File: config.mk
export PLATFORM = sky130hd
export DESIGN_NAME = rtpf_seq
export DESIGN_NICKNAME = d
export VERILOG_FILES = /design/src/rtl/rtpf_pkg.sv /design/src/rtl/rtpf_seq.sv
export SDC_FILE = /design/constraint.sdc
export NUM_CORES = 1
export LEC_CHECK = 0
export BUFFER_PORTS_ARGS = -buffer_cell sky130_fd_sc_hd__buf_2
export CORE_MARGIN = 2
export CORE_UTILIZATION = 45
export CTS_CLUSTER_DIAMETER = 50
export DETAILED_ROUTE_END_ITERATION = 8
export PLACE_DENSITY_LB_ADDON = 0.3
export SYNTH_ARGS = -nofsm -noshare
export SYNTH_HDL_FRONTEND = slang
export SYNTH_SLANG_ARGS = --single-unit
File: constraint.sdc
create_clock -name clk -period 5.9 [get_ports clk]
set_input_delay 0.885 -clock clk [delete_from_list [all_inputs] [get_ports clk]]
set_output_delay 0.885 -clock clk [all_outputs]
set_load 0.005 [all_outputs]
File: src/rtl/rtpf_pkg.sv
// rtpf_pkg: shared constants, codes and types for the two-plane rectangle fill core.
// No dependencies.
package rtpf_pkg;

  localparam int PANEL_WIDTH_DEF = 128;
  localparam int PLANE_BYTES_DEF = 4736;

  localparam logic [1:0] FN_RECT   = 2'd0;
  localparam logic [1:0] FN_SCREEN = 2'd1;
  localparam logic [1:0] FN_READ   = 2'd2;

  localparam logic [1:0] COL_BLACK = 2'd0;
  localparam logic [1:0] COL_WHITE = 2'd1;
  localparam logic [1:0] COL_RED   = 2'd2;
  localparam logic [1:0] COL_BAD   = 2'd3;

  localparam logic ST_DONE      = 1'b0;
  localparam logic ST_BAD_COLOR = 1'b1;

  localparam logic [7:0] BYTE_ONES  = 8'hFF;
  localparam logic [7:0] BYTE_ZEROS = 8'h00;

  // plane write request, shared by both planes at one address
  typedef struct packed {
    logic       en;
    logic [7:0] bw;
    logic [7:0] rd;
  } rtpf_wr_t;

endpackage

File: src/rtl/rtpf_seq.sv
// rtpf_seq: request sequencer; walks rows and bytes with read-modify-write, fills, reads.
// Depends on rtpf_pkg.
module rtpf_seq #(
  parameter int PANEL_WIDTH = rtpf_pkg::PANEL_WIDTH_DEF,
  parameter int PLANE_BYTES = rtpf_pkg::PLANE_BYTES_DEF
) (
  input  logic                           clk,
  input  logic                           rst_n,
  input  logic                           start,
  output logic                           busy,
  input  logic [1:0]                     in_func,
  input  logic [8:0]                     in_x_start,
  input  logic [8:0]                     in_x_end,
  input  logic [8:0]                     in_y_start,
  input  logic [8:0]                     in_y_end,
  input  logic [1:0]                     in_color,
  input  logic [12:0]                    in_byte_index,
  output logic [$clog2(PLANE_BYTES)-1:0] mem_addr,
  output rtpf_pkg::rtpf_wr_t             mem_wr,
  input  logic [7:0]                     mem_bw,
  input  logic [7:0]                     mem_rd,
  output logic                           out_valid,
  output logic [7:0]                     out_bw_byte,
  output logic [7:0]                     out_red_byte,
  output logic                           out_status
);

  localparam int AW    = $clog2(PLANE_BYTES);
  localparam int TOTAL = PLANE_BYTES * 8;
  localparam int ROWS  = (TOTAL + PANEL_WIDTH - 1) / PANEL_WIDTH;
  localparam int PIX_W = $clog2(512 * PANEL_WIDTH + TOTAL + 1024);
  localparam int XW    = $clog2(PANEL_WIDTH + 1);

  typedef enum logic [3:0] {
    S_FILL, S_IDLE, S_SETUP, S_ROW_A, S_ROW_B, S_BYTE_RD, S_BYTE_WR, S_READ_A, S_READ_B
  } state_t;

  state_t           state_r;
  logic             clearing_r;
  logic [AW-1:0]    addr_r;
  logic [AW-1:0]    bend_r;
  logic [8:0]       sx_r;
  logic [XW-1:0]    exc_r;
  logic [8:0]       eyc_r;
  logic [8:0]       y_r;
  logic [PIX_W-1:0] row_base_r;
  logic [PIX_W-1:0] ps_r;
  logic [PIX_W-1:0] pe_r;
  logic [2:0]       ps_lo_r;
  logic [2:0]       pe_lo_r;
  logic             first_r;
  logic [7:0]       mask_r;
  logic [7:0]       fill_bw_r;
  logic [7:0]       fill_rd_r;
  logic             out_valid_r;
  logic [7:0]       out_bw_r;
  logic [7:0]       out_rd_r;
  logic             out_status_r;

  logic [PIX_W-1:0] pe_c;
  logic [PIX_W-1:0] pe1;
  logic [2:0]       lo;
  logic [2:0]       hi;
  logic [7:0]       mask;
  logic             last_row;
  logic             last_byte;
  logic             col_bw;
  logic             col_rd;

  always_comb begin
    pe_c = (pe_r > PIX_W'(TOTAL)) ? PIX_W'(TOTAL) : pe_r;
    pe1  = pe_c - PIX_W'(1);
    lo   = first_r ? ps_lo_r : 3'd0;
    hi   = (addr_r == bend_r) ? pe_lo_r : 3'd7;
    for (int j = 0; j < 8; j++) begin
      mask[7 - j] = (3'(j) >= lo) && (3'(j) <= hi);
    end
    last_row  = (10'(y_r) + 10'd1) == 10'(eyc_r);
    last_byte = (addr_r == bend_r);
    col_bw    = (in_color == rtpf_pkg::COL_WHITE);
    col_rd    = (in_color != rtpf_pkg::COL_RED);
  end

  always_comb begin
    mem_wr.en = 1'b0;
    mem_wr.bw = fill_bw_r;
    mem_wr.rd = fill_rd_r;
    case (state_r)
      S_FILL: begin
        mem_wr.en = 1'b1;
      end
      S_BYTE_WR: begin
        mem_wr.en = 1'b1;
        mem_wr.bw = (mem_bw & ~mask_r) | (fill_bw_r & mask_r);
        mem_wr.rd = (mem_rd & ~mask_r) | (fill_rd_r & mask_r);
      end
      default: begin
        mem_wr.en = 1'b0;
      end
    endcase
  end

  always_ff @(posedge clk) begin
    if (!rst_n) begin
      state_r     <= S_FILL;
      clearing_r  <= 1'b1;
      addr_r      <= '0;
      fill_bw_r   <= rtpf_pkg::BYTE_ZEROS;
      fill_rd_r   <= rtpf_pkg::BYTE_ZEROS;
      out_valid_r <= 1'b0;
    end else begin
      out_valid_r <= 1'b0;
      case (state_r)
        S_IDLE: begin
          if (start) begin
            out_bw_r     <= rtpf_pkg::BYTE_ZEROS;
            out_rd_r     <= rtpf_pkg::BYTE_ZEROS;
            out_status_r <= rtpf_pkg::ST_DONE;
            if (in_func == rtpf_pkg::FN_READ) begin
              if (32'(in_byte_index) < 32'(PLANE_BYTES)) begin
                addr_r  <= AW'(in_byte_index);
                state_r <= S_READ_A;
              end else begin
                out_valid_r <= 1'b1;
              end
            end else if (in_func == rtpf_pkg::FN_RECT || in_func == rtpf_pkg::FN_SCREEN) begin
              if (in_color == rtpf_pkg::COL_BAD) begin
                out_status_r <= rtpf_pkg::ST_BAD_COLOR;
                out_valid_r  <= 1'b1;
              end else begin
                fill_bw_r <= col_bw ? rtpf_pkg::BYTE_ONES : rtpf_pkg::BYTE_ZEROS;
                fill_rd_r <= col_rd ? rtpf_pkg::BYTE_ONES : rtpf_pkg::BYTE_ZEROS;
                if (in_func == rtpf_pkg::FN_SCREEN) begin
                  addr_r     <= '0;
                  clearing_r <= 1'b0;
                  state_r    <= S_FILL;
                end else begin
                  sx_r       <= in_x_start;
                  exc_r      <= (32'(in_x_end) > 32'(PANEL_WIDTH)) ?
                                XW'(PANEL_WIDTH) : XW'(in_x_end);
                  eyc_r      <= (32'(in_y_end) > 32'(ROWS)) ? 9'(ROWS) : in_y_end;
                  y_r        <= in_y_start;
                  row_base_r <= PIX_W'(in_y_start) * PIX_W'(PANEL_WIDTH);
                  state_r    <= S_SETUP;
                end
              end
            end else begin
              out_valid_r <= 1'b1;
            end
          end
        end
        S_SETUP: begin
          if (16'(sx_r) >= 16'(exc_r) || y_r >= eyc_r) begin
            out_valid_r <= 1'b1;
            state_r     <= S_IDLE;
          end else begin
            state_r <= S_ROW_A;
          end
        end
        S_ROW_A: begin
          ps_r    <= row_base_r + PIX_W'(sx_r);
          pe_r    <= row_base_r + PIX_W'(exc_r);
          state_r <= S_ROW_B;
        end
        S_ROW_B: begin
          if (ps_r >= pe_c) begin
            row_base_r <= row_base_r + PIX_W'(PANEL_WIDTH);
            y_r        <= y_r + 9'd1;
            if (last_row) begin
              out_valid_r <= 1'b1;
              state_r     <= S_IDLE;
            end else begin
              state_r <= S_ROW_A;
            end
          end else begin
            addr_r  <= ps_r[AW+2:3];
            bend_r  <= pe1[AW+2:3];
            ps_lo_r <= ps_r[2:0];
            pe_lo_r <= pe1[2:0];
            first_r <= 1'b1;
            state_r <= S_BYTE_RD;
          end
        end
        S_BYTE_RD: begin
          mask_r  <= mask;
          state_r <= S_BYTE_WR;
        end
        S_BYTE_WR: begin
          first_r <= 1'b0;
          if (last_byte) begin
            row_base_r <= row_base_r + PIX_W'(PANEL_WIDTH);
            y_r        <= y_r + 9'd1;
            if (last_row) begin
              out_valid_r <= 1'b1;
              state_r     <= S_IDLE;
            end else begin
              state_r <= S_ROW_A;
            end
          end else begin
            addr_r  <= addr_r + AW'(1);
            state_r <= S_BYTE_RD;
          end
        end
        S_FILL: begin
          addr_r <= addr_r + AW'(1);
          if (addr_r == AW'(PLANE_BYTES - 1)) begin
            out_valid_r <= !clearing_r;
            clearing_r  <= 1'b0;
            state_r     <= S_IDLE;
          end
        end
        S_READ_A: begin
          state_r <= S_READ_B;
        end
        S_READ_B: begin
          out_bw_r    <= mem_bw;
          out_rd_r    <= mem_rd;
          out_valid_r <= 1'b1;
          state_r     <= S_IDLE;
        end
        default: begin
          state_r <= S_IDLE;
        end
      endcase
    end
  end

  assign busy         = (state_r != S_IDLE);
  assign mem_addr     = addr_r;
  assign out_valid    = out_valid_r;
  assign out_bw_byte  = out_bw_r;
  assign out_red_byte = out_rd_r;
  assign out_status   = out_status_r;

endmodule

Word level (Yosys, flattened, before mapping)
Index checks and enable logic that the tools add are counted.
{ "word_totals": {"elab_cells": 194, "ff_bits": 166} }
{ "classes": {"eq_ne": 32, "n_reduce_logical": 32, "addsub": 7, "order_cmp": 23, "muxes": 67, "n_bitwise": 12} }
{ "ops": {"columns": ["op", "n"], "rows": [
  ["17-bit two-way mux", 8],
  ["13-bit two-way mux", 8],
  ["9-bit two-way mux", 7],
  ["13-bit one-hot mux with 4 select lines", 1],
  ["17-bit one-hot mux with 3 select lines", 1],
  ["8-bit bitwise AND", 4],
  ["4-bit two-way mux", 8],
  ["4-bit one-hot mux with 8 select lines", 1],
  ["8-bit one-hot mux with 2 select lines", 2],
  ["9-bit one-hot mux with 3 select lines", 1],
  ["8-bit two-way mux", 3],
  ["2-bit != test (second input constant)", 12],
  ["1-bit two-way mux", 18],
  ["17-bit by 8-bit adder with 17-bit output", 1],
  ["17-bit by 8-bit adder with 17-bit output (second input constant)", 1],
  ["17-bit by 9-bit adder with 17-bit output", 1],
  ["17-bit greater-or-equal comparator", 1],
  ["17-bit by 16-bit greater-than comparator with 1-bit output (second input constant)", 1],
  ["4-bit by 3-bit == test with 1-bit output (second input constant)", 4],
  ["16-bit two-way mux", 1],
  ["8-bit OR", 2],
  ["16-bit by 1-bit subtractor with 16-bit output (second input constant)", 1],
  ["7-bit AND reduction", 2],
  ["13-bit by 1-bit adder with 13-bit output (second input constant)", 1],
  ["other kinds (43)", 83]
]} }

Longest topological paths before layout
Gate-level depths: netlist of the first run.
{ "logic_depth": {"ltp_word": 7, "depth_mapped": 17} }

Least setup slack after synthesis of the first run
OpenSTA, ideal clock, no wires.
{ "synth_timing": {"path_kind": "input to register", "start": "input port in_func[0]", "end": "register row_base_r[10], enable pin", "n_path_buf": 1, "setup_ps": 377, "arrival_ps": 4983, "cell_stages": 7, "required_ps": 5523, "slack_ps": 541, "path_cell_list": "inv_1 > ha_1 > clkbuf_1 > nor2_1 > nand3_1 > nor4_1 > o21a_1"} }
{ "synth_via": {"elab_chain_len": 4, "elab_cells_between_ends": 8} }
{ "synth_rtl": {"columns": ["item", "line", "rtl"], "rows": [
  ["start: declaration", "rtpf_seq.sv:11", "input logic [1:0] in_func,"],
  ["2-bit by 1-bit == test with 1-bit output / 2-bit zero test (equally long branches)", "rtpf_seq.sv:126, rtpf_seq.sv:133", null],
  ["1-bit logical OR", "rtpf_seq.sv:126", "end else if (in_func == rtpf_pkg::FN_RECT || in_func == rtpf_pkg::FN_SCREEN) begin"],
  ["2-bit != test (no line)", null, null],
  ["9-bit AND reduction (no line) (*)", null, null],
  ["end signal: assignment", "rtpf_seq.sv:143", "row_base_r <= PIX_W'(in_y_start) * PIX_W'(PANEL_WIDTH);"],
  ["end signal: assignment", "rtpf_seq.sv:167", "row_base_r <= row_base_r + PIX_W'(PANEL_WIDTH);"],
  ["end signal: assignment", "rtpf_seq.sv:191", "row_base_r <= row_base_r + PIX_W'(PANEL_WIDTH);"],
  ["end: declaration", "rtpf_seq.sv:46", "logic [PIX_W-1:0] row_base_r;"]
]} }
Mark *: on every way between the ends. The rest lies on a longest branch, timed or not.
A chain may end at the register's enable or synchronous reset.

Final worst setup path of the first run
{ "layout_timing": {"start": "register pe_r[2]", "end": "register row_base_r[14], enable pin"} }
{ "layout_via": {"elab_chain_len": 5} }
{ "layout_rtl": {"columns": ["item", "line", "rtl"], "rows": [
  ["start: declaration", "rtpf_seq.sv:48", "logic [PIX_W-1:0] pe_r;"],
  ["start signal: assignment", "rtpf_seq.sv:162", "pe_r <= row_base_r + PIX_W'(exc_r);"],
  ["17-bit by 16-bit greater-than comparator with 1-bit output", "rtpf_seq.sv:71", "pe_c = (pe_r > PIX_W'(TOTAL)) ? PIX_W'(TOTAL) : pe_r;"],
  ["17-bit two-way mux (*)", "rtpf_seq.sv:71", null],
  ["17-bit greater-or-equal comparator (*)", "rtpf_seq.sv:166", "if (ps_r >= pe_c) begin"],
  ["2-bit != test (no line) (*)", null, null],
  ["9-bit AND reduction (no line) (*)", null, null]
]} }
Marks and branches as above.

==> results of run 1 <==
[cell usage after synthesis, drive strengths merged, types with 12 or more instances]
master	n
ha	47
mux2	16
a21oi	35
dfxtp	21
and3	23
and2	12
nor3	18
clkbuf	27
nand3	31
xor2	31
nand2	71
edfxtp	124
nor2	72
inv	36
xnor2	29
o21ai	29
[stage by stage]
stage	cell area [um^2]	std cells	hold slack, ps
2_1_floorplan	8230	771	423
3_3_place_gp	9000	1089	436
3_5_place_dp	9000	1089	442
4_1_cts	9620	1121	452
5_1_grt	9620	1121	476
6_report	9620	1121	461
[cell families (layout without fill, tap and decap cells)]
logic type | count (synthesis) | in the layout
xor gates and xnor gates | 62 | 62
AOI/OAI and AO/OA | 142 | 142
other | 1 | 1
and+or+nand+nor | 283 | 283
buffers and inverters | 72 | 193
muxes | 18 | 18
adders and majority gates | 48 | 48
DFF | 145 | 145
[registers in the layout (all words and copies together), names as in the netlist, 9 cells and up]
| signal | flops |
|---|---|
| bend_r | 13 |
| eyc_r | 9 |
| mem_addr | 13 |
| pe_r | 17 |
| ps_r | 17 |
| row_base_r | 10 |
| sx_r | 9 |
| y_r | 9 |
[power breakdown]
part	internal, mW	switching (mW)	total, mW
Clock	0.704	0.428	1.13
Combinational	0.0323	0.0334	0.0658
Sequential	1.10	0.00325	1.11
Total	1.84	0.464	2.30
[worst min-delay path by stage]
stage / from / end / slack [ps] / depth (start not counted)
after global routing: exc_r[0]$_SDFFCE_PN0P_ / pe_r[0]$_DFFE_PP_ / 480 / 0
final: exc_r[0]$_SDFFCE_PN0P_ / pe_r[0]$_DFFE_PP_ / 460 / 0
after detailed placement: clearing_r$_SDFFE_PN1P_ / clearing_r$_SDFFE_PN1P_ / 440 / 2
after global placement: exc_r[1]$_SDFFCE_PN0P_ / pe_r[1]$_DFFE_PP_ / 440 / 0
after CTS: clearing_r$_SDFFE_PN1P_ / clearing_r$_SDFFE_PN1P_ / 450 / 2
after floorplan: clearing_r$_SDFFE_PN1P_ / clearing_r$_SDFFE_PN1P_ / 420 / 2
[layer usage]
metal / vias to the layer above / part of all wire, % / routed length (um)
met2: 218 / 47 / 8900
met5: - / 0 / 0
met3: 33 / 5.7 / 1070
met4: 0 / 2.3 / 431
met1: 2883 / 45 / 8460
li1: 3032 / - / -
[critical path: cells and delay by family (launching register included)]
family	cells	cell delay, ps
adders and majority gates	1	300
and+or+nand+nor	6	1860
AOI/OAI and AO/OA	6	1800
DFF	1	430
[area by class of cell]
class,instances,share of cell area [%]
Multi-Input combinational cell,554,39.5
Sequential cell,145,43.1
Tap cell,229,2.98
Clock inverter,14,1.95
Timing Repair Buffer,124,6.55
Inverter,37,1.44
Clock buffer,18,4.46
==> impl_metrics.env, run 1 <==
export IMPL_highest_count_cells_in_the_layout_ignoring_fill_and_taps="124 x edfxtp_1, 120 x buf_2, 70 x nor2_1"
export IMPL_combinational_family_with_the_most_area_after_synthesis="simple AND/OR/NAND/NOR gates"
export IMPL_route_detailed_drc=0
export IMPL_min_setup_slack_post_route_ps=1110
export IMPL_synth_area_per_cell_um2=10.7
export IMPL_cp_startpoint="pe_r[2]$_DFFE_PP_"
export IMPL_global_route_usage_total_pct=19.8
export IMPL_floorplan_io_pins=121
export IMPL_worst_ep_arrival_time_ps=4830
export IMPL_synth_top_cells_by_area="edfxtp_1 45%, ha_1 7.1%, dfxtp_1 5.1%"
export IMPL_grt_pass1_wl_um=30300
export IMPL_outcome="finished, final reports clean"
export IMPL_clk_transition_reported_paths_ps=60
export IMPL_portBuffers=120
export IMPL_synth_async_reset_ratio_pct=0
export IMPL_globalplace_congestion=0.907
export IMPL_routedWlPerCell_um=16.8
export IMPL_core_region_area_um2=18000
export IMPL_design_die_area_um2=19400
export IMPL_tritoncts_num_buffers=17
export IMPL_critical_path_slowest_cell="or4_4"
export IMPL_dp_hpwl_um=14000
export IMPL_dr_pass1_iters=5
export IMPL_number_of_maximum_capacitance_violations=0
export IMPL_vias_in_the_first_global_route=5904
export IMPL_grt_most_used_layer="met2"
export IMPL_fin_total_pwr_mw=2.30
export IMPL_hold_viol_final=0
export IMPL_fmax_mhz=209
export IMPL_placementRows=49
export IMPL_reg_to_reg_critical_path_endpoint="row_base_r[14]$_DFFE_PP_"
export IMPL_multi_input_comb_area_um2=3800
export IMPL_synth_sequential_area_ratio_pct=50.4
export IMPL_maximum_number_of_pins_on_one_net_before_global_route_repair=35
export IMPL_yosys_cell_types_count=74
export IMPL_max_slew_worst_pin_slew_ps=1030
export IMPL_maxSlewViolCount=0
export IMPL_slew_limit_headroom_pct=31.1
export IMPL_power_leakage_nw=3.68
export IMPL_fp_dieW_um=139
export IMPL_critical_path_max_stage_delay_ps=600
export IMPL_synthAdderAreaFrac_pct=7.39
export IMPL_yosys_register_bits=145
export IMPL_first_iter_violations=448
export IMPL_globalRouteMet3Util_pct=4.01
export IMPL_yosys_most_used_dff="edfxtp_1"
export IMPL_path_common_cell="o21a_1"
export IMPL_grt_setup_unrepaired="false"
export IMPL_rr_worst_depth=13
export IMPL_yosys_area_share_xor_xnor_pct=7.04
export IMPL_post_route_min_period_ps=4790
export IMPL_cts_root_buffer_cell="clkbuf_16"
export IMPL_antenna_violations_before_repair=0
export IMPL_post_cts_repair_resize_count=0
export IMPL_cts_sinks=145
export IMPL_clock_tree_htree_level_count=4
export IMPL_finalClockSkew_ps=8.90
export IMPL_clk_insertion_delay_late_ps=430
export IMPL_vias=6166
export IMPL_yosys_area_share_simple_pct=17.5
export IMPL_syn_instance_count=771
export IMPL_global_route_overflow_total=0
export IMPL_worst_setup_path_end="row_base_r[14]$_DFFE_PP_"
export IMPL_critical_path_startpoint_type="flip-flop"
export IMPL_place_worst_setup_slack_ps=1140
export IMPL_finalSetupViolCount=0
export IMPL_post_synth_mux_area_share_pct=2.43
export IMPL_netlist_area_um2=8230
export IMPL_layout_filler_cells=1606
export IMPL_layout_commonest_cell="edfxtp_1"
export IMPL_synth_top_area_cell="edfxtp_1"
export IMPL_detail_route_antenna_nets=0
export IMPL_synth_nets=891
export IMPL_areaGrowthSynthToFinish_pct=17.0
export IMPL_critPathRequiredTime_ps=5950
export IMPL_worst_setup_path_end_kind="flip-flop"
export IMPL_global_route_met1_usage_pct=26.3
export IMPL_floorplan_initialDensity_pct=45.8
export IMPL_number_of_synthesized_flops_with_an_enable_pin=124
export IMPL_groute_layer_met2_usage_pct=31.9
export IMPL_period_share_pct=81.2
export IMPL_tritoncts="built"
export IMPL_holdBufCountCts=0
export IMPL_routed_wirelength_um=18900
export IMPL_cp_max_fo=25
export IMPL_r2r_setup_slack_ps=1110
export IMPL_synth_yosys_warnings=0
export IMPL_drive_above_1_share_pct=21.7
export IMPL_power_density_nw_per_um2=239
export IMPL_cts_setup_buffers=0
export IMPL_hold_path_class="reg -> reg"
export IMPL_synth_compound_area_share_pct=11.7
export IMPL_power_ir_vdd_worst_mv=0.188
export IMPL_antennaDiodeCount=0
export IMPL_clock_path_buffers=2
export IMPL_core_occupancy_in_the_finished_layout_pct=53.6
export IMPL_die_height_um=139
export IMPL_synth_largest_type_area_fraction_pct=45.3
export IMPL_detail_route_vias_per_cell=5.50
export IMPL_final_seq_area_um2=4140
export IMPL_fin_setup_tns_ps=0
export IMPL_worstPathCellList="or4_4 > nor4_4 > a31oi_1 > o31a_4 > nor2_8 > nand2_2 > ha_1 > and4b_1 > o21a_1 > o311ai_0 > and4_1 > o21ai_0 > o21a_1"
export IMPL_crit_reg2reg_launch="pe_r[2]$_DFFE_PP_"
export IMPL_setup_worst_path_class="reg -> reg"
export IMPL_nNetsFinal=999
Power figures use the tool's default switching activity.
==> run 2: changes to the inputs <==
- clock period: 5.9 -> 4.2 ns (I/O delays scaled with it)
==> impl_metrics.env, run 2 (synthesis gave the netlist of run 1 again) <==
export IMPL_outcome="finished, final reports clean"
export IMPL_crit_reg2reg_launch="pe_r[2]$_DFFE_PP_"
export IMPL_grt_pass1_wl_um=30500
export IMPL_tritoncts="built"
export IMPL_setup_worst_path_class="reg -> reg"
export IMPL_nNetsFinal=1012
export IMPL_vias_in_the_first_global_route=5870
export IMPL_critPathRequiredTime_ps=4560
export IMPL_routed_wirelength_um=18800
export IMPL_max_slew_worst_pin_slew_ps=1030
export IMPL_design_die_area_um2=19400
export IMPL_cp_max_fo=25
export IMPL_globalplace_congestion=0.890
export IMPL_fraction_of_power_consumed_by_the_clock_network_pct=47.8
export IMPL_clk_transition_reported_paths_ps=60
export IMPL_worst_setup_path_end_kind="flip-flop"
export IMPL_placement_cell_area_um2=9140
export IMPL_route_detailed_drc=0
export IMPL_power_share_switching_pct=19.6
export IMPL_clock_tree_htree_level_count=4
export IMPL_vias=6121
export IMPL_areaGrowthSynthToFinish_pct=18.3
export IMPL_critical_path_startpoint_type="flip-flop"
export IMPL_layout_commonest_cell="edfxtp_1"
export IMPL_global_route_usage_total_pct=20.0
export IMPL_drive_above_1_share_pct=22.8
export IMPL_finalClockSkew_ps=15.2
export IMPL_tritoncts_num_buffers=17
export IMPL_power_ir_vdd_worst_mv=0.307
export IMPL_switching_power_uw=620
export IMPL_final_seq_area_um2=4140
export IMPL_post_cts_repair_resize_count=0
export IMPL_maximum_number_of_pins_on_one_net_before_global_route_repair=35
export IMPL_core_region_area_um2=18000
export IMPL_routedWlPerCell_um=16.6
export IMPL_highest_count_cells_in_the_layout_ignoring_fill_and_taps="124 x edfxtp_1, 120 x buf_2, 70 x nor2_1"
export IMPL_first_iter_violations=406
export IMPL_multi_input_comb_area_um2=3810
export IMPL_post_route_cell_area_um2=9730
export IMPL_internal_power_mw=2.54
export IMPL_detail_route_antenna_nets=0
export IMPL_largestRegisters="pe_r (17), ps_r (17)"
export IMPL_power_leakage_nw=3.76
export IMPL_maxSlewViolCount=0
export IMPL_seq_power_share_pct=49.2
export IMPL_antennaDiodeCount=0
export IMPL_post_route_min_period_ps=3970
export IMPL_finalSetupViolCount=0
export IMPL_worstHoldStart="in_x_start[3]"
export IMPL_floorplan_initialDensity_pct=45.8
export IMPL_placementRows=49
export IMPL_holdBufCountCts=0
export IMPL_layout_filler_cells=1580
export IMPL_dr_pass1_iters=5
export IMPL_fp_dieW_um=139
export IMPL_cts_root_buffer_cell="clkbuf_16"
export IMPL_worst_ep_arrival_time_ps=4330
export IMPL_detail_route_vias_per_cell=5.40
export IMPL_cts_sinks=145
export IMPL_cp_startpoint="pe_r[2]$_DFFE_PP_"
export IMPL_portBuffers=120
export IMPL_hold_path_class="in -> reg"
export IMPL_clk_insertion_delay_late_ps=430
export IMPL_fin_setup_tns_ps=0
export IMPL_hold_viol_final=0
export IMPL_die_height_um=139
export IMPL_power_density_nw_per_um2=325
export IMPL_slew_limit_headroom_pct=30.7
export IMPL_number_of_maximum_capacitance_violations=0
export IMPL_core_occupancy_in_the_finished_layout_pct=54.1
export IMPL_clock_path_buffers=2
export IMPL_cts_setup_buffers=0
export IMPL_grt_setup_unrepaired="false"
export IMPL_p_comb_share_pct=3.0
export IMPL_period_share_pct=94.4
export IMPL_global_route_overflow_total=0
export IMPL_dp_hpwl_um=14300
export IMPL_fmax_mhz=252
export IMPL_floorplan_io_pins=121
export IMPL_antenna_violations_before_repair=0
-- run 2: final cells by class --
cell class / count / area share (%)
clock inverter: 11 / 1.43
sequential: 145 / 42.6
clock buffer: 21 / 4.63
multi-input combinational: 554 / 39.2
inverter: 37 / 1.43
timing repair buffer: 137 / 7.74
tap: 229 / 2.95
-- run 2: final timing paths --
kind	to	slack (ps)	cells after the start
setup / recovery	mem_addr[8]$_SDFFE_PN0P_	230	15
hold / removal	sx_r[3]$_DFFE_PP_	370	1
setup reg to reg	mem_addr[8]$_SDFFE_PN0P_	230	15
hold reg to reg	clearing_r$_SDFFE_PN1P_	450	2
-- run 2: critical path, cell delays in order, from the launching register on --
cell and delay [ps]:
edfxtp_1 380, or4_4 590, nor4_4 180, a31oi_1 140
o31a_4 340, nor2_8 160, nand2_2 90, ha_1 300
and4b_1 220, o21a_1 160, o311ai_1 280, and4_2 330
o31ai_4 60, buf_4 230, or2_2 310, a21oi_1 120
-- run 2: per-layer routing --
layer  up-vias  wire (um)  GRT usage, %
li1       3069          -             -
met2       186       8900          32.3
met4         0        383          7.34
met1      2844       8490          26.5
met3        22       1050          4.70
met5         -          0             0
-- run 2: metrics by stage --
stage,cells,setup WS (ps),total power [mW],hold WS [ps]
after detailed placement,1102,140,1.68,438
final,1134,233,3.16,369
after global routing,1134,13.0,3.25,366
after global placement,1102,203,1.68,436
after CTS,1134,124,3.19,358
after floorplan,771,123,1.62,423
-- run 2: power by group through the flow --
stage	combinational, mW	sequential [mW]	clock, mW
2_1_floorplan	0.0395	1.58	0
5_1_grt	0.108	1.55	1.59
6_report	0.0942	1.55	1.51
3_3_place_gp	0.0927	1.58	0
4_1_cts	0.0949	1.55	1.54
3_5_place_dp	0.0949	1.58	0
